$ cat src/rtl/arpc_pkg.sv
// ----------------------------------------------------------------------------
// arpc_pkg
// Shared types and constants for the ARP cache and responder block: item
// structs, controller command and status structs, opcodes, event codes and
// register decode.
// ----------------------------------------------------------------------------
package arpc_pkg;

	// register port
	localparam int ADDR_W      = 4;
	localparam int DATA_W      = 64;
	localparam int REG_SEL_BIT = 3;
	localparam logic REG_OWN_IP  = 1'b0;
	localparam logic REG_OWN_MAC = 1'b1;

	// item modes
	localparam logic MODE_LOOKUP = 1'b0;
	localparam logic MODE_PACKET = 1'b1;

	// arp opcodes
	localparam logic OP_REQUEST = 1'b0;
	localparam logic OP_REPLY   = 1'b1;

	// event codes
	localparam logic [2:0] EV_HIT           = 3'd0;
	localparam logic [2:0] EV_REQ_SENT      = 3'd1;
	localparam logic [2:0] EV_REPLY_LEARNED = 3'd2;
	localparam logic [2:0] EV_REQ_DROPPED   = 3'd3;
	localparam logic [2:0] EV_REPLY_SENT    = 3'd4;

	localparam logic [47:0] BROADCAST_MAC = 48'hFFFF_FFFF_FFFF;

	// input item
	typedef struct packed {
		logic        mode;
		logic [31:0] query_ip;
		logic        pkt_opcode;
		logic [31:0] pkt_sender_ip;
		logic [47:0] pkt_sender_mac;
		logic [31:0] pkt_target_ip;
	} arpc_in_t;

	// result item
	typedef struct packed {
		logic        send_packet;
		logic        out_opcode;
		logic [31:0] out_sender_ip;
		logic [47:0] out_sender_mac;
		logic [31:0] out_target_ip;
		logic [47:0] out_target_mac;
		logic        cache_hit;
		logic [2:0]  event_res;
	} arpc_out_t;

	// controller to datapath
	typedef struct packed {
		logic start;
		logic issue;
		logic commit;
	} arpc_cmd_t;

	// datapath to controller
	typedef struct packed {
		logic scan_done;
		logic out_free;
	} arpc_sts_t;

endpackage

$ cat src/rtl/arpc_regs.sv
// ----------------------------------------------------------------------------
// arpc_regs
// Configuration registers behind the APB-style port: own IP at byte address
// 0, own MAC at byte address 8. Low address bits select a byte within the
// slot and are not decoded.
// ----------------------------------------------------------------------------
module arpc_regs (
	input  logic                         clk,
	input  logic                         arst_n,
	input  logic                         psel,
	input  logic                         penable,
	input  logic                         pwrite,
	input  logic [arpc_pkg::ADDR_W-1:0]  paddr,
	input  logic [arpc_pkg::DATA_W-1:0]  pwdata,
	output logic [arpc_pkg::DATA_W-1:0]  prdata,
	output logic                         pready,
	output logic [31:0]                  own_ip,
	output logic [47:0]                  own_mac
);
	import arpc_pkg::*;

	logic        wr_en;
	logic        reg_sel;
	logic [31:0] own_ip_q;
	logic [47:0] own_mac_q;

	assign pready  = 1'b1;
	assign wr_en   = psel & penable & pwrite;
	assign reg_sel = paddr[REG_SEL_BIT];

	// register writes
	always_ff @(posedge clk or negedge arst_n) begin
		if (!arst_n) begin
			own_ip_q  <= '0;
			own_mac_q <= '0;
		end else if (wr_en) begin
			if (reg_sel == REG_OWN_IP) begin
				own_ip_q <= pwdata[31:0];
			end else begin
				own_mac_q <= pwdata[47:0];
			end
		end
	end

	// read mux
	always_comb begin
		if (reg_sel == REG_OWN_MAC) begin
			prdata = {16'b0, own_mac_q};
		end else begin
			prdata = {32'b0, own_ip_q};
		end
	end

	assign own_ip  = own_ip_q;
	assign own_mac = own_mac_q;

endmodule

$ cat src/rtl/arpc_ctrl.sv
// ----------------------------------------------------------------------------
// arpc_ctrl
// Sequencer: takes an item, runs the cache scan until a match or the last
// entry, then commits (learning a packet's sender) and loads the result register.
// ----------------------------------------------------------------------------
module arpc_ctrl (
	input  logic                 clk,
	input  logic                 arst_n,
	input  logic                 req_valid,
	output logic                 req_ready,
	output arpc_pkg::arpc_cmd_t  cmd,
	input  arpc_pkg::arpc_sts_t  sts
);
	import arpc_pkg::*;

	typedef enum logic [2:0] {
		ST_IDLE   = 3'b001,
		ST_SCAN   = 3'b010,
		ST_COMMIT = 3'b100
	} state_t;

	state_t state_q;
	state_t state_nxt;

	// next state and commands
	always_comb begin
		state_nxt  = state_q;
		req_ready  = 1'b0;
		cmd.start  = 1'b0;
		cmd.issue  = 1'b0;
		cmd.commit = 1'b0;
		case (state_q)
			ST_IDLE: begin
				req_ready = 1'b1;
				if (req_valid) begin
					cmd.start = 1'b1;
					state_nxt = ST_SCAN;
				end
			end
			ST_SCAN: begin
				cmd.issue = 1'b1;
				if (sts.scan_done) begin
					state_nxt = ST_COMMIT;
				end
			end
			ST_COMMIT: begin
				if (sts.out_free) begin
					cmd.commit = 1'b1;
					state_nxt  = ST_IDLE;
				end
			end
			default: begin
				state_nxt = ST_IDLE;
			end
		endcase
	end

	// state register
	always_ff @(posedge clk or negedge arst_n) begin
		if (!arst_n) begin
			state_q <= ST_IDLE;
		end else begin
			state_q <= state_nxt;
		end
	end

	// checks
	a_commit_free: assert property (@(posedge clk) disable iff (!arst_n)
		cmd.commit |-> sts.out_free)
		else $error("result committed over an untaken result");

	a_accept_scan: assert property (@(posedge clk) disable iff (!arst_n)
		(req_valid && req_ready) |=> (state_q == ST_SCAN))
		else $error("accepted item did not start a scan");

endmodule

$ cat src/rtl/arpc_dp.sv
// ----------------------------------------------------------------------------
// arpc_dp
// Datapath: item register, cache tag memory with valid bits, one-entry-per-
// cycle match and free-slot scan, round-robin replacement and the result
// register.
// ----------------------------------------------------------------------------
module arpc_dp #(
	parameter int CACHE_ENTRIES = 16
) (
	input  logic                 clk,
	input  logic                 arst_n,
	input  arpc_pkg::arpc_cmd_t  cmd,
	output arpc_pkg::arpc_sts_t  sts,
	input  arpc_pkg::arpc_in_t   req,
	input  logic [31:0]          own_ip,
	input  logic [47:0]          own_mac,
	output logic                 rsp_valid,
	input  logic                 rsp_ready,
	output arpc_pkg::arpc_out_t  rsp
);
	import arpc_pkg::*;

	localparam int IDXW = $clog2(CACHE_ENTRIES);
	localparam logic [IDXW-1:0] LAST_IDX = IDXW'(CACHE_ENTRIES - 1);

	arpc_in_t  item_q;
	logic [31:0] key;

	// tag memory and valid bits
	logic [31:0]              entry_ip_mem [CACHE_ENTRIES];
	logic [CACHE_ENTRIES-1:0] valid_q;

	// scan pipeline
	logic [IDXW-1:0] iss_q;
	logic            live_s1;
	logic [IDXW-1:0] idx_s1;
	logic            valid_s1;
	logic [31:0]     ip_s1;
	logic            hit_now;

	// scan findings
	logic            found_q;
	logic [IDXW-1:0] found_idx_q;
	logic            free_q;
	logic [IDXW-1:0] free_idx_q;

	// replacement and commit
	logic [IDXW-1:0] rp_q;
	logic [IDXW-1:0] slot;
	logic            learn;
	logic            rsp_valid_q;
	arpc_out_t       rsp_q;
	arpc_out_t       rsp_nxt;

	// item register
	always_ff @(posedge clk) begin
		if (cmd.start) begin
			item_q <= req;
		end
	end

	assign key   = (item_q.mode == MODE_PACKET) ? item_q.pkt_sender_ip : item_q.query_ip;
	assign learn = cmd.commit & (item_q.mode == MODE_PACKET);
	assign slot  = found_q ? found_idx_q : (free_q ? free_idx_q : rp_q);

	// tag memory: registered read for the scan, write on learn
	always_ff @(posedge clk) begin
		if (cmd.issue) begin
			ip_s1    <= entry_ip_mem[iss_q];
			valid_s1 <= valid_q[iss_q];
			idx_s1   <= iss_q;
		end
		if (learn) begin
			entry_ip_mem[slot] <= key;
		end
	end

	// compare stage
	assign hit_now       = live_s1 & valid_s1 & (ip_s1 == key);
	assign sts.scan_done = live_s1 & (hit_now | (idx_s1 == LAST_IDX));
	assign sts.out_free  = ~rsp_valid_q | rsp_ready;

	// scan address, findings, valid bits and replacement pointer
	always_ff @(posedge clk or negedge arst_n) begin
		if (!arst_n) begin
			iss_q       <= '0;
			live_s1     <= 1'b0;
			found_q     <= 1'b0;
			found_idx_q <= '0;
			free_q      <= 1'b0;
			free_idx_q  <= '0;
			valid_q     <= '0;
			rp_q        <= '0;
		end else begin
			live_s1 <= cmd.issue;
			if (cmd.start) begin
				iss_q   <= '0;
				found_q <= 1'b0;
				free_q  <= 1'b0;
			end else if (cmd.issue) begin
				if (iss_q != LAST_IDX) begin
					iss_q <= iss_q + 1'b1;
				end
				if (hit_now && !found_q) begin
					found_q     <= 1'b1;
					found_idx_q <= idx_s1;
				end
				if (live_s1 && !valid_s1 && !free_q) begin
					free_q     <= 1'b1;
					free_idx_q <= idx_s1;
				end
			end
			if (learn) begin
				valid_q[slot] <= 1'b1;
				if (!found_q && !free_q) begin
					rp_q <= (rp_q == LAST_IDX) ? '0 : rp_q + 1'b1;
				end
			end
		end
	end

	// result formation
	always_comb begin
		rsp_nxt = '0;
		if (item_q.mode == MODE_LOOKUP) begin
			if (found_q) begin
				rsp_nxt.cache_hit = 1'b1;
				rsp_nxt.event_res = EV_HIT;
			end else begin
				rsp_nxt.send_packet    = 1'b1;
				rsp_nxt.out_opcode     = OP_REQUEST;
				rsp_nxt.out_sender_ip  = own_ip;
				rsp_nxt.out_sender_mac = own_mac;
				rsp_nxt.out_target_ip  = item_q.query_ip;
				rsp_nxt.out_target_mac = BROADCAST_MAC;
				rsp_nxt.event_res      = EV_REQ_SENT;
			end
		end else if (item_q.pkt_opcode == OP_REPLY) begin
			rsp_nxt.event_res = EV_REPLY_LEARNED;
		end else if (item_q.pkt_target_ip == own_ip) begin
			rsp_nxt.send_packet    = 1'b1;
			rsp_nxt.out_opcode     = OP_REPLY;
			rsp_nxt.out_sender_ip  = own_ip;
			rsp_nxt.out_sender_mac = own_mac;
			rsp_nxt.out_target_ip  = item_q.pkt_sender_ip;
			rsp_nxt.out_target_mac = item_q.pkt_sender_mac;
			rsp_nxt.event_res      = EV_REPLY_SENT;
		end else begin
			rsp_nxt.event_res = EV_REQ_DROPPED;
		end
	end

	// output register
	always_ff @(posedge clk or negedge arst_n) begin
		if (!arst_n) begin
			rsp_valid_q <= 1'b0;
		end else if (cmd.commit) begin
			rsp_valid_q <= 1'b1;
		end else if (rsp_ready) begin
			rsp_valid_q <= 1'b0;
		end
	end

	always_ff @(posedge clk) begin
		if (cmd.commit) begin
			rsp_q <= rsp_nxt;
		end
	end

	assign rsp_valid = rsp_valid_q;
	assign rsp       = rsp_q;

	// checks
	a_learn_valid: assert property (@(posedge clk) disable iff (!arst_n)
		learn |=> valid_q[$past(slot)])
		else $error("learned entry not marked valid");

	a_evict_full: assert property (@(posedge clk) disable iff (!arst_n)
		(learn && !found_q && !free_q) |-> (&valid_q))
		else $error("entry replaced while a free entry exists");

	a_rp_range: assert property (@(posedge clk) disable iff (!arst_n)
		rp_q <= LAST_IDX)
		else $error("replacement pointer out of range");

endmodule

$ cat src/rtl/arp_endpoint_cache_responder_core.sv
// ----------------------------------------------------------------------------
// arp_endpoint_cache_responder_core
// ARP endpoint with a bounded IP-to-MAC cache: answers lookups, sends
// broadcast requests on a miss, learns from every received packet and
// replies to requests for its own address.
// ----------------------------------------------------------------------------
// One item is handled at a time. After an item is accepted the cache is
// scanned one entry per clock through the tag memory read port, stopping at
// the first matching entry, then the commit step learns the sender of a
// packet and loads the result register once the output register is free; the
// next item is accepted after that. A waiting result does not stop the next
// item being taken and scanned. Valid bits reset at once, so no clearing pass
// follows reset. Own IP sits at byte address 0 and own MAC at byte address 8;
// write them only while the block is idle.
module arp_endpoint_cache_responder_core #(
	parameter int CACHE_ENTRIES = 16
) (
	input  logic                         clk,
	input  logic                         arst_n,
	input  logic                         req_valid,
	output logic                         req_ready,
	input  arpc_pkg::arpc_in_t           req,
	output logic                         rsp_valid,
	input  logic                         rsp_ready,
	output arpc_pkg::arpc_out_t          rsp,
	input  logic                         psel,
	input  logic                         penable,
	input  logic                         pwrite,
	input  logic [arpc_pkg::ADDR_W-1:0]  paddr,
	input  logic [arpc_pkg::DATA_W-1:0]  pwdata,
	output logic [arpc_pkg::DATA_W-1:0]  prdata,
	output logic                         pready
);
	import arpc_pkg::*;

	arpc_cmd_t   cmd;
	arpc_sts_t   sts;
	logic [31:0] own_ip;
	logic [47:0] own_mac;

	// configuration registers
	arpc_regs u_regs (
		.clk     (clk),
		.arst_n  (arst_n),
		.psel    (psel),
		.penable (penable),
		.pwrite  (pwrite),
		.paddr   (paddr),
		.pwdata  (pwdata),
		.prdata  (prdata),
		.pready  (pready),
		.own_ip  (own_ip),
		.own_mac (own_mac)
	);

	// sequencer
	arpc_ctrl u_ctrl (
		.clk       (clk),
		.arst_n    (arst_n),
		.req_valid (req_valid),
		.req_ready (req_ready),
		.cmd       (cmd),
		.sts       (sts)
	);

	// cache and result datapath
	arpc_dp #(
		.CACHE_ENTRIES (CACHE_ENTRIES)
	) u_dp (
		.clk       (clk),
		.arst_n    (arst_n),
		.cmd       (cmd),
		.sts       (sts),
		.req       (req),
		.own_ip    (own_ip),
		.own_mac   (own_mac),
		.rsp_valid (rsp_valid),
		.rsp_ready (rsp_ready),
		.rsp       (rsp)
	);

endmodule
$ cat config.mk
export PLATFORM = sky130hd
export DESIGN_NAME = arp_endpoint_cache_responder_core
export DESIGN_NICKNAME = d
export VERILOG_FILES = /design/src/rtl/arpc_pkg.sv /design/src/rtl/arpc_regs.sv /design/src/rtl/arpc_ctrl.sv /design/src/rtl/arpc_dp.sv /design/src/rtl/arp_endpoint_cache_responder_core.sv
export SDC_FILE = /design/constraint.sdc
export NUM_CORES = 1
export LEC_CHECK = 0
export ABC_CLOCK_PERIOD_IN_PS = 12940
export BUFFER_PORTS_ARGS = -buffer_cell sky130_fd_sc_hd__buf_2
export CAP_MARGIN = 5
export CORE_MARGIN = 3
export CORE_UTILIZATION = 45
export CTS_CLUSTER_DIAMETER = 50
export DETAILED_ROUTE_END_ITERATION = 7
export PLACE_DENSITY = 0.62
export SLEW_MARGIN = 20
export SYNTH_ARGS = -nofsm -noshare
export SYNTH_HDL_FRONTEND = slang
export SYNTH_HIERARCHICAL = 1
export SYNTH_SLANG_ARGS = --single-unit
$ cat constraint.sdc
create_clock -name clk -period 12.94 [get_ports clk]
set_clock_uncertainty 0.2 [all_clocks]
set_input_delay 1.294 -clock clk [delete_from_list [all_inputs] [get_ports clk]]
set_output_delay 1.294 -clock clk [all_outputs]
set_load 0.005 [all_outputs]
==> results_dict.tcl, run 1 <==
set metrics [dict create \
    placed_area_mm2 0.04096 \
    synth_edf_count 861 \
    finalCritPeriodShare_pct 36.19 \
    synth.distinct_cells 51 \
    start_kind "flip-flop" \
    fp.dieW_um 294.8 \
    layout_common_cells "edfxtp_1, buf_2, mux4_2" \
    synth_area_per_cell_um2 20.92 \
    cts_hold_buf 0 \
    mostFrequentLayoutCell "edfxtp_1" \
    async_reset_ff_share_pct 12.14 \
    drt_wl_total_mm 90.78 \
    leakagePower_nw 15.76 \
    max_freq_ghz 0.2136 \
    detail-route-antenna-nets 0 \
    clk_latency_ns 0.69 \
    final_cell_area_mm2 0.04463 \
    worst_pin_slew_ns 1.115 \
    cp_max_fo 39 \
    finalPower_mw 8.275 \
    dr_total_vias 18920 \
    dp_cells 3230 \
    die_area_mm2 0.08689 \
    slowest_stage "buf_4" \
    vias_per_cell 5.495 \
    post-cts-setup-buffer-count 0 \
    grt_use_total_pct 20.79 \
    ys_ff_latch 980 \
    syn-instance-count 1794 \
    grt_pass1_vias 19530 \
    ys_seq_area_share_pct 76.84 \
    htreeDepth 3 \
    synth_top_cell_by_area "edfxtp_1" \
    first_iter_violations 1623 \
    synth_area_leaders "edfxtp_1, mux4_2, dfrtp_1" \
    ir_drop_mv 0.1386 \
    layout_min_cycle_time_ns 4.683 \
    slew_viol_final 0 \
    yosysWarnings 6 \
    area_growth_pct 18.92 \
    grt_pass1_wl_mm 131.3 \
    io_pins 454 \
    cts-root-buf "clkbuf_16" \
    path_common_cell "buf_4" \
    finalHoldViolCount 0 \
    clk_pin_slew_ns 0.06 \
    cp.arrival_ns 5.06 \
    post_cts.resized_instances 0 \
    layout-drive-gt1-share_pct 40.14 \
    rsz0062_at_grt "no" \
    dieHeight_um 294.8 \
    synth_flop_cell "edfxtp_1" \
    place_congestion 0.8106 \
    cts_buffers 111 \
    cts_tree "done" \
    first_pass_iters 5 \
    syn_area_mm2 0.03753 \
    worstPathRequired_ns 13.31 \
    drcViolationCount 0 \
    grt_overflow 0 \
    clk_path_buf_depth 3 \
    worst_path_largest_cell_delay_ns 0.62 \
    antenna_found_initial 22 \
    cts.sinks 980 \
    synth_top_area_share_pct 68.90 \
    crit_type "reg -> reg" \
    end_kind "flip-flop" \
    instances_no_fill 3443 \
    row_count 105 \
    io_buffers 417 \
    power_density_mw_per_mm2 185.4 \
    initial_utilization_pct 45.56 \
    drv_cap 0 \
    hpwl_mm 53.12 \
    status "complete, no violations" \
    relSlewSlack_pct 25.67 \
    fillers 6347 \
    cp_cell_sequence "buf_4, buf_4, mux2_2, xor2_1, nor4_1, nand4_1, or3_1, a21boi_0, nand3b_1, a21oi_1" \
    holdCritPathClass "reg -> reg" \
    grt_max_degree 100 \
    wl_per_cell_um 26.37 \
    final_nets 2497 \
    setup-tns-final_ns 0 \
    core_mm2 0.08237 \
    setup_viol 0 \
]
## metal layers
| layer | track usage, % | wire length, µm |
|---|---|---|
| met1 | 27.23 | 35940 |
| met2 | 34.37 | 45110 |
| met3 | 5.327 | 7581 |
| met4 | 6.487 | 2006 |
| met5 | 0 | 141 |
## worst max-delay path: cells and delay by family (launching register included)
kind                   cells  cell delay, ns
multiplexers               1            0.55
AO/OA/AOI/OAI              2            0.69
AND/OR/NAND/NOR            4            1.55
XOR/XNOR                   1            0.21
buffers and inverters      2            1.00
flip-flops                 1            0.33
## synthesized netlist by cell type, types with 2 or more instances
cell type and number:
edfxtp_1 861, mux4_2 165, mux2_2 129, dfrtp_1 118, nor2b_1 82, xor2_1 57, clkbuf_1 53, a21o_1 50
a32o_1 32, nor2_1 26, mux2_1 20, buf_2 18, buf_4 18, nand2_1 17, nor4_1 17, and2_1 16
buf_1 10, mux2i_1 9, inv_1 8, nand4_1 8, o21bai_1 8, or2_2 8, a21oi_1 6, nor3_1 5
o21ai_0 5, buf_6 4, nand3_1 4, xnor2_1 4, nand2b_1 3, nand3b_1 3, nor3b_1 3, o21a_1 3
and4bb_2 2, conb_1 2, ha_1 2, o22ai_1 2, or3b_1 2
## report_power, final
part           switching (mW)  internal, mW  total [mW]
sequential              0.156          3.85        4.01
clock                    1.25          1.82        3.07
combinational           0.650         0.547        1.20
## registers in the layout (all words and copies together), names as in the netlist, 16 cells and up
register / count
u_dp/entry_ip_mem: 512
u_dp/rsp: 166
u_dp/item_q: 146
u_regs/own_mac: 48
u_dp/ip_s1: 32
u_regs/own_ip: 32
u_dp/valid_q: 16
## kinds of logic (layout without fill, tap and decap cells)
logic type,count (synthesis),in the layout,share of synthesized area (%)
buffers and inverters,112,667,1.470
AOI/OAI and AO/OA,112,112,2.381
and+or+nand+nor,202,202,3.188
DFF,980,980,76.84
other,2,26,0.02001
adders and majority gates,2,2,0.06667
xor gates and xnor gates,61,61,1.424
muxes,323,323,14.61
## worst paths after layout
| kind | start | end | slack [ns] | cells after the start |
|---|---|---|---|---|
| min in group asynchronous | arst_n | u_regs/own_mac[22] | 0.34 | 1 |
| max in group asynchronous | arst_n | u_dp/iss_q[0] | 10.53 | 3 |
| worst min register to register | u_dp/valid_q[1] | u_dp/valid_q[1] | 0.27 | 1 |
| worst max register to register | u_dp/item_q[145] | u_ctrl/state_q[2] | 8.26 | 10 |
| worst max-delay path | u_dp/item_q[145] | u_ctrl/state_q[2] | 8.26 | 10 |
| worst min-delay path | u_dp/valid_q[1] | u_dp/valid_q[1] | 0.27 | 1 |
## metrics by stage
| stage | utilization, % | setup slack [ns] | hold slack, ns |
|---|---|---|---|
| 2_1_floorplan | - | 6.463 | 0.2231 |
| 6_report | 54.17 | 8.257 | 0.2652 |
| 4_1_cts | 54.11 | 7.862 | 0.2685 |
| 3_5_place_dp | 49.72 | 7.153 | 0.2542 |
| 5_1_grt | 54.16 | 7.943 | 0.2852 |
| 3_3_place_gp | 49.72 | 7.227 | 0.2512 |
## final cells by class
class / count / area, µm² / area share [%]
tap: 1070 / 1339 / 3.000
inverter: 8 / 30.03 / 0.06729
sequential: 980 / 28840 / 64.64
timing repair buffer: 456 / 2415 / 5.411
clock buffer: 131 / 2863 / 6.415
multi-input combinational: 717 / 8357 / 18.73
clock inverter: 72 / 755.7 / 1.693
antenna: 9 / 22.52 / 0.05047
Note: power is estimated with default switching activity, not from simulation.
==> run 2: changes to the inputs <==
--- a/config.mk
+++ b/config.mk
@@ -5,14 +5,14 @@
 export SDC_FILE = /design/constraint.sdc
 export NUM_CORES = 1
 export LEC_CHECK = 0
-export ABC_CLOCK_PERIOD_IN_PS = 12940
+export ABC_CLOCK_PERIOD_IN_PS = 4150
 export BUFFER_PORTS_ARGS = -buffer_cell sky130_fd_sc_hd__buf_2
 export CAP_MARGIN = 5
 export CORE_MARGIN = 3
 export CORE_UTILIZATION = 45
 export CTS_CLUSTER_DIAMETER = 50
 export DETAILED_ROUTE_END_ITERATION = 7
-export PLACE_DENSITY = 0.62
+export PLACE_DENSITY = 0.65
 export SLEW_MARGIN = 20
 export SYNTH_ARGS = -nofsm -noshare
 export SYNTH_HDL_FRONTEND = slang
==> constraint.sdc (replaced) <==
create_clock -name clk -period 4.15 [get_ports clk]
set_clock_uncertainty 0.2 [all_clocks]
set_input_delay 0.415 -clock clk [delete_from_list [all_inputs] [get_ports clk]]
set_output_delay 0.415 -clock clk [all_outputs]
set_load 0.005 [all_outputs]
==> results_dict.tcl, run 2 (synthesis results as in run 1) <==
set metrics [dict create \
    fp.dieW_um 294.8 \
    vias_per_cell 5.381 \
    r2r_cells 8 \
    layout_common_cells "edfxtp_1, buf_2, dlygate4sd3_1" \
    drcViolationCount 0 \
    finalCritPeriodShare_pct 88.65 \
    status "complete, no violations" \
    hpwl_mm 53.84 \
    wl_per_cell_um 24.80 \
    grt_overflow 0 \
    dr_total_vias 19690 \
    first_pass_iters 5 \
    max_freq_ghz 0.2718 \
    cts-root-buf "clkbuf_16" \
    grt_max_degree 168 \
    grt_pass1_vias 20510 \
    placed_area_mm2 0.04126 \
    io_buffers 417 \
    end_kind "flip-flop" \
    holdCritPathClass "in -> async" \
    leakagePower_nw 16.75 \
    antenna_found_initial 11 \
    post_cts.resized_instances 0 \
    io_pins 454 \
    initial_utilization_pct 45.56 \
    slowest_stage "nor4_1" \
    row_count 105 \
    drv_cap 0 \
    core_mm2 0.08237 \
    first_iter_violations 1377 \
    grt_pass1_wl_mm 133.4 \
    path_common_cell "mux2_2" \
    cp_cell_sequence "buf_12, mux2_2, xor2_1, nor4_1, nand4_1, buf_4, nor4_4, mux2_2" \
    place_congestion 0.8180 \
    cts.sinks 980 \
    clk_pin_slew_ns 0.06 \
    area_growth_pct 25.28 \
    layout-drive-gt1-share_pct 37.84 \
    worst_pin_slew_ns 1.192 \
    slew_viol_final 0 \
    final_nets 2706 \
    largest_register "u_dp/entry_ip_mem" \
    instances_no_fill 3660 \
    die_area_mm2 0.08689 \
    grt_use_total_pct 20.86 \
    cts_buffers 109 \
    timing.rr.start "u_dp/item_q[145]" \
    detail-route-antenna-nets 0 \
    rrSetupSlack_ns 0.47 \
    r2r_end "u_dp/found_idx_q[1]" \
    rsz0062_at_grt "no" \
    dieHeight_um 294.8 \
    power_density_mw_per_mm2 560.0 \
    worstPathRequired_ns 4.50 \
    finalHoldViolCount 0 \
    final_cell_area_mm2 0.04701 \
    crit_type "reg -> reg" \
    clk_latency_ns 0.67 \
    drt_wl_total_mm 90.77 \
    relSlewSlack_pct 20.55 \
    mostFrequentLayoutCell "edfxtp_1" \
    finish.utilization_pct 57.07 \
    layout_min_cycle_time_ns 3.679 \
    start_kind "flip-flop" \
    worst_path_largest_cell_delay_ns 0.57 \
    cp_max_fo 50 \
    cp.arrival_ns 4.03 \
    dp_cells 3245 \
    ir_drop_mv 0.3445 \
    largest_register_ffs 512 \
    clk_path_buf_depth 3 \
    cts_tree "done" \
    setup_viol 0 \
    finalPower_mw 26.33 \
    htreeDepth 3 \
]
## run 2: changes by cell type in the layout (fill, tap and decap cells not counted), moves of 2 or more
cell / delta
clkinv_1: -5
clkbuf_1: -4
diode_2: +2
inv_8: +2
clkbuf_16: -2
dlygate4sd3_1: +197
bufinv_16: +3
inv_6: +9
buf_12: +15
inv_16: -2
## run 2: report_power, final
group | switching [mW] | internal, mW | total, mW
Combinational | 2.08 | 1.89 | 3.97
Clock | 3.98 | 5.86 | 9.84
Sequential | 0.515 | 12.0 | 12.5
Total | 6.57 | 19.8 | 26.3
## run 2: worst max path at each step
| stage | startpoint | end | depth (start not counted) |
|---|---|---|---|
| 6_report | u_dp/item_q[145] | u_dp/found_idx_q[1] | 8 |
| 4_1_cts | u_dp/item_q[145] | u_ctrl/state_q[2] | 10 |
| 2_1_floorplan | rsp_ready | u_dp/entry_ip_mem[7][0] | 6 |
| 5_1_grt | u_dp/item_q[145] | u_ctrl/state_q[1] | 10 |
| 3_5_place_dp | u_dp/item_q[145] | u_dp/found_idx_q[1] | 8 |
| 3_3_place_gp | u_dp/item_q[145] | u_ctrl/state_q[2] | 10 |
## run 2: cell type report
cell class | instances | area (µm²)
antenna | 11 | 27.53
inverter | 8 | 30.03
fill | 6075 | 35360
clock inverter | 81 | 937.1
multi-input combinational | 717 | 8363
sequential | 980 | 28840
timing repair buffer | 667 | 4659
clock buffer | 126 | 2811
tap | 1070 | 1339
## run 2: stage by stage
stage / setup TNS [ns] / hold WS [ns] / worst slack (ns)
floorplan: -213.27 / -0.08059 / -0.4642
global placement: 0 / 0.2463 / 0.5647
detailed placement: 0 / 0.2510 / 0.5457
CTS: 0 / 0.2044 / 0.4900
global route: 0 / 0.2206 / 0.3133
finish: 0 / 0.2434 / 0.4711
## run 2: metal layers
layer,global-route usage (%),part of all wire [%]
met5,0,0.014
met2,34.71,50
met1,27.32,41
met3,4.596,6.6
met4,7.242,3.1
## run 2: what timing repair did
item / 4_1_cts / 5_1_grt
setup buffers: 0 / 0
hold buffers: 197 / 0
hold endpoints to repair: 293 / 0
## run 2: worst max-delay path, delay by kind of cell, from the launching register on
family | cells | cell delay, ns
DFF | 1 | 0.40
xor gates and xnor gates | 1 | 0.22
muxes | 2 | 0.91
buffers and inverters | 2 | 0.48
and+or+nand+nor | 3 | 1.24
==> run 3: changes to the inputs <==
--- a/config.mk
+++ b/config.mk
@@ -8,7 +8,6 @@
 export ABC_CLOCK_PERIOD_IN_PS = 4150
 export BUFFER_PORTS_ARGS = -buffer_cell sky130_fd_sc_hd__buf_2
 export CAP_MARGIN = 5
-export CORE_MARGIN = 3
 export CORE_UTILIZATION = 45
 export CTS_CLUSTER_DIAMETER = 50
 export DETAILED_ROUTE_END_ITERATION = 7
==> results_dict.tcl, run 3 (synthesis results as in run 1) <==
set metrics [dict create \
    layout-drive-gt1-share_pct 37.50 \
    placed_area_mm2 0.04132 \
    largest_register "u_dp/entry_ip_mem" \
    finish.utilization_pct 57.03 \
    core_mm2 0.08224 \
    finalHoldViolCount 0 \
    cpLargestDelayFamily "simple AND/OR/NAND/NOR gates" \
    clk_pin_slew_ns 0.06 \
    cts_tree "done" \
    grt_pass1_wl_mm 133.9 \
    wl_per_cell_um 24.95 \
    drv_cap 0 \
    grt_max_degree 104 \
    cts.sinks 980 \
    slew_viol_final 0 \
    first_iter_violations 1357 \
    clk_latency_ns 0.70 \
    row_count 105 \
    power_density_mw_per_mm2 554.2 \
    rsz0062_at_grt "no" \
    status "complete, no violations" \
    clkPwrFrac_pct 36.5 \
    crit_buf_inv 3 \
    worst_pin_slew_ns 1.054 \
    worstPathRequired_ns 4.55 \
    critPathLaunch "u_dp/item_q[145]" \
    mostFrequentLayoutCell "edfxtp_1" \
    setup_viol 0 \
    antenna_found_initial 9 \
    cts_hold_buf 197 \
    max_freq_ghz 0.2790 \
    final_nets 2706 \
    seqPwrFrac_pct 48.1 \
    cts-root-buf "clkbuf_16" \
    layout_min_cycle_time_ns 3.585 \
    drcViolationCount 0 \
    setup-tns-final_ns 0 \
    path_common_cell "buf_4" \
    r2r_cells 11 \
    place_congestion 0.8493 \
    finalCritPeriodShare_pct 86.38 \
    htreeDepth 3 \
    p_int_mw 19.40 \
    end_kind "flip-flop" \
    timing.rr.start "u_dp/item_q[145]" \
    initial_utilization_pct 45.63 \
    fin_hold_ws_ns 0.1956 \
    worst_path_largest_cell_delay_ns 0.47 \
    vias_per_cell 5.441 \
    cp_cell_sequence "buf_12, buf_4, mux2_2, xor2_1, nor4_1, nand3_1, or3_1, a21boi_0, buf_4, nand3b_1, a21oi_1" \
    relSlewSlack_pct 29.75 \
    area_growth_pct 24.99 \
    fp.dieW_um 290.8 \
    layout_common_cells "edfxtp_1, buf_2, dlygate4sd3_1" \
    leakagePower_nw 16.68 \
    grt_overflow 0 \
    ir_drop_mv 0.3476 \
    dr_total_vias 19870 \
    io_buffers 417 \
    dieHeight_um 290.8 \
    fillers 6105 \
    r2r_end "u_ctrl/state_q[2]" \
    cp_max_fo 17 \
    largest_register_ffs 512 \
    grt_use_total_pct 21.42 \
    detail-route-antenna-nets 0 \
    slowest_stage "mux2_2" \
    swShare_pct 25.38 \
    rrSetupSlack_ns 0.57 \
    die_area_mm2 0.08455 \
    p_sw_mw 6.598 \
    io_pins 454 \
    pwr-share-comb_pct 15.4 \
    start_kind "flip-flop" \
    post-cts-setup-buffer-count 0 \
    cp.arrival_ns 3.98 \
    holdCritPathClass "in -> async" \
    first_pass_iters 5 \
    crit_type "reg -> reg" \
    drt_wl_total_mm 91.10 \
    post_cts.resized_instances 0 \
    clk_path_buf_depth 3 \
    grt_pass1_vias 20770 \
    final_cell_area_mm2 0.04690 \
    hpwl_mm 53.66 \
    cts_buffers 107 \
]
## run 3: cell types whose count changed in the layout (fill, tap and decap cells not counted), sizes merged
| cell | change |
|---|---|
| bufinv | -5 |
| clkbuf | +5 |
| inv | -5 |
| clkinv | -4 |
| diode | -3 |
| buf | +2 |
| clkinvlp | +1 |
## run 3: layout make-up
class	instances	area, µm²	share of cell area (%)
antenna	8	20.02	0.04268
clock buffer	131	2789	5.946
clock inverter	68	807.0	1.721
inverter	8	30.03	0.06402
multi-input combinational	717	8363	17.83
sequential	980	28840	61.50
tap	1070	1339	2.854
timing repair buffer	669	4712	10.05
## run 3: per-layer routing
metal  global-route usage (%)  part of all wire [%]  vias to the layer above  wire [µm]
li1                         -                     -                     8586          -
met1                    28.02                    41                    10360      37040
met2                    35.98                    50                      769      45420
met3                    4.290                   6.7                      151       6099
met4                    7.033                   2.8                        2       2531
met5                        0                0.0077                        -          7
## run 3: power groups by stage
stage                     logic, mW  clock network, mW  registers, mW
after floorplan                2.75                  0           12.4
after global placement         3.78                  0           12.7
after detailed placement       3.90                  0           12.7
after CTS                      4.07               9.65           12.5
after global routing           4.31               10.0           12.6
final                          4.00               9.48           12.5
## run 3: how the worst max path moves through the flow
stage,endpoint,slack [ns],depth (start not counted)
after global placement,u_ctrl/state_q[2],0.57,10
after global routing,u_ctrl/state_q[2],0.35,11
after CTS,u_ctrl/state_q[2],0.59,10
final,u_ctrl/state_q[2],0.57,11
after detailed placement,u_ctrl/state_q[2],0.64,10
after floorplan,u_dp/entry_ip_mem[7][0],-0.46,6
## run 3: per-stage QoR
step	power (mW)	setup slack [ns]	instances
final	25.99	0.5653	3651
after global placement	16.46	0.5685	3247
after detailed placement	16.61	0.6356	3247
after CTS	26.23	0.5898	3643
after global routing	26.95	0.3529	3650
after floorplan	15.20	-0.4642	1809
## run 3: worst register-to-register path, cell delays in order (launching register included)
cell      delay (ns)
edfxtp_1        0.44
buf_12          0.21
buf_4           0.22
mux2_2          0.48
xor2_1          0.20
nor4_1          0.46
nand3_1         0.28
or3_1           0.41
a21boi_0        0.21
buf_4           0.17
nand3b_1        0.07
a21oi_1         0.15
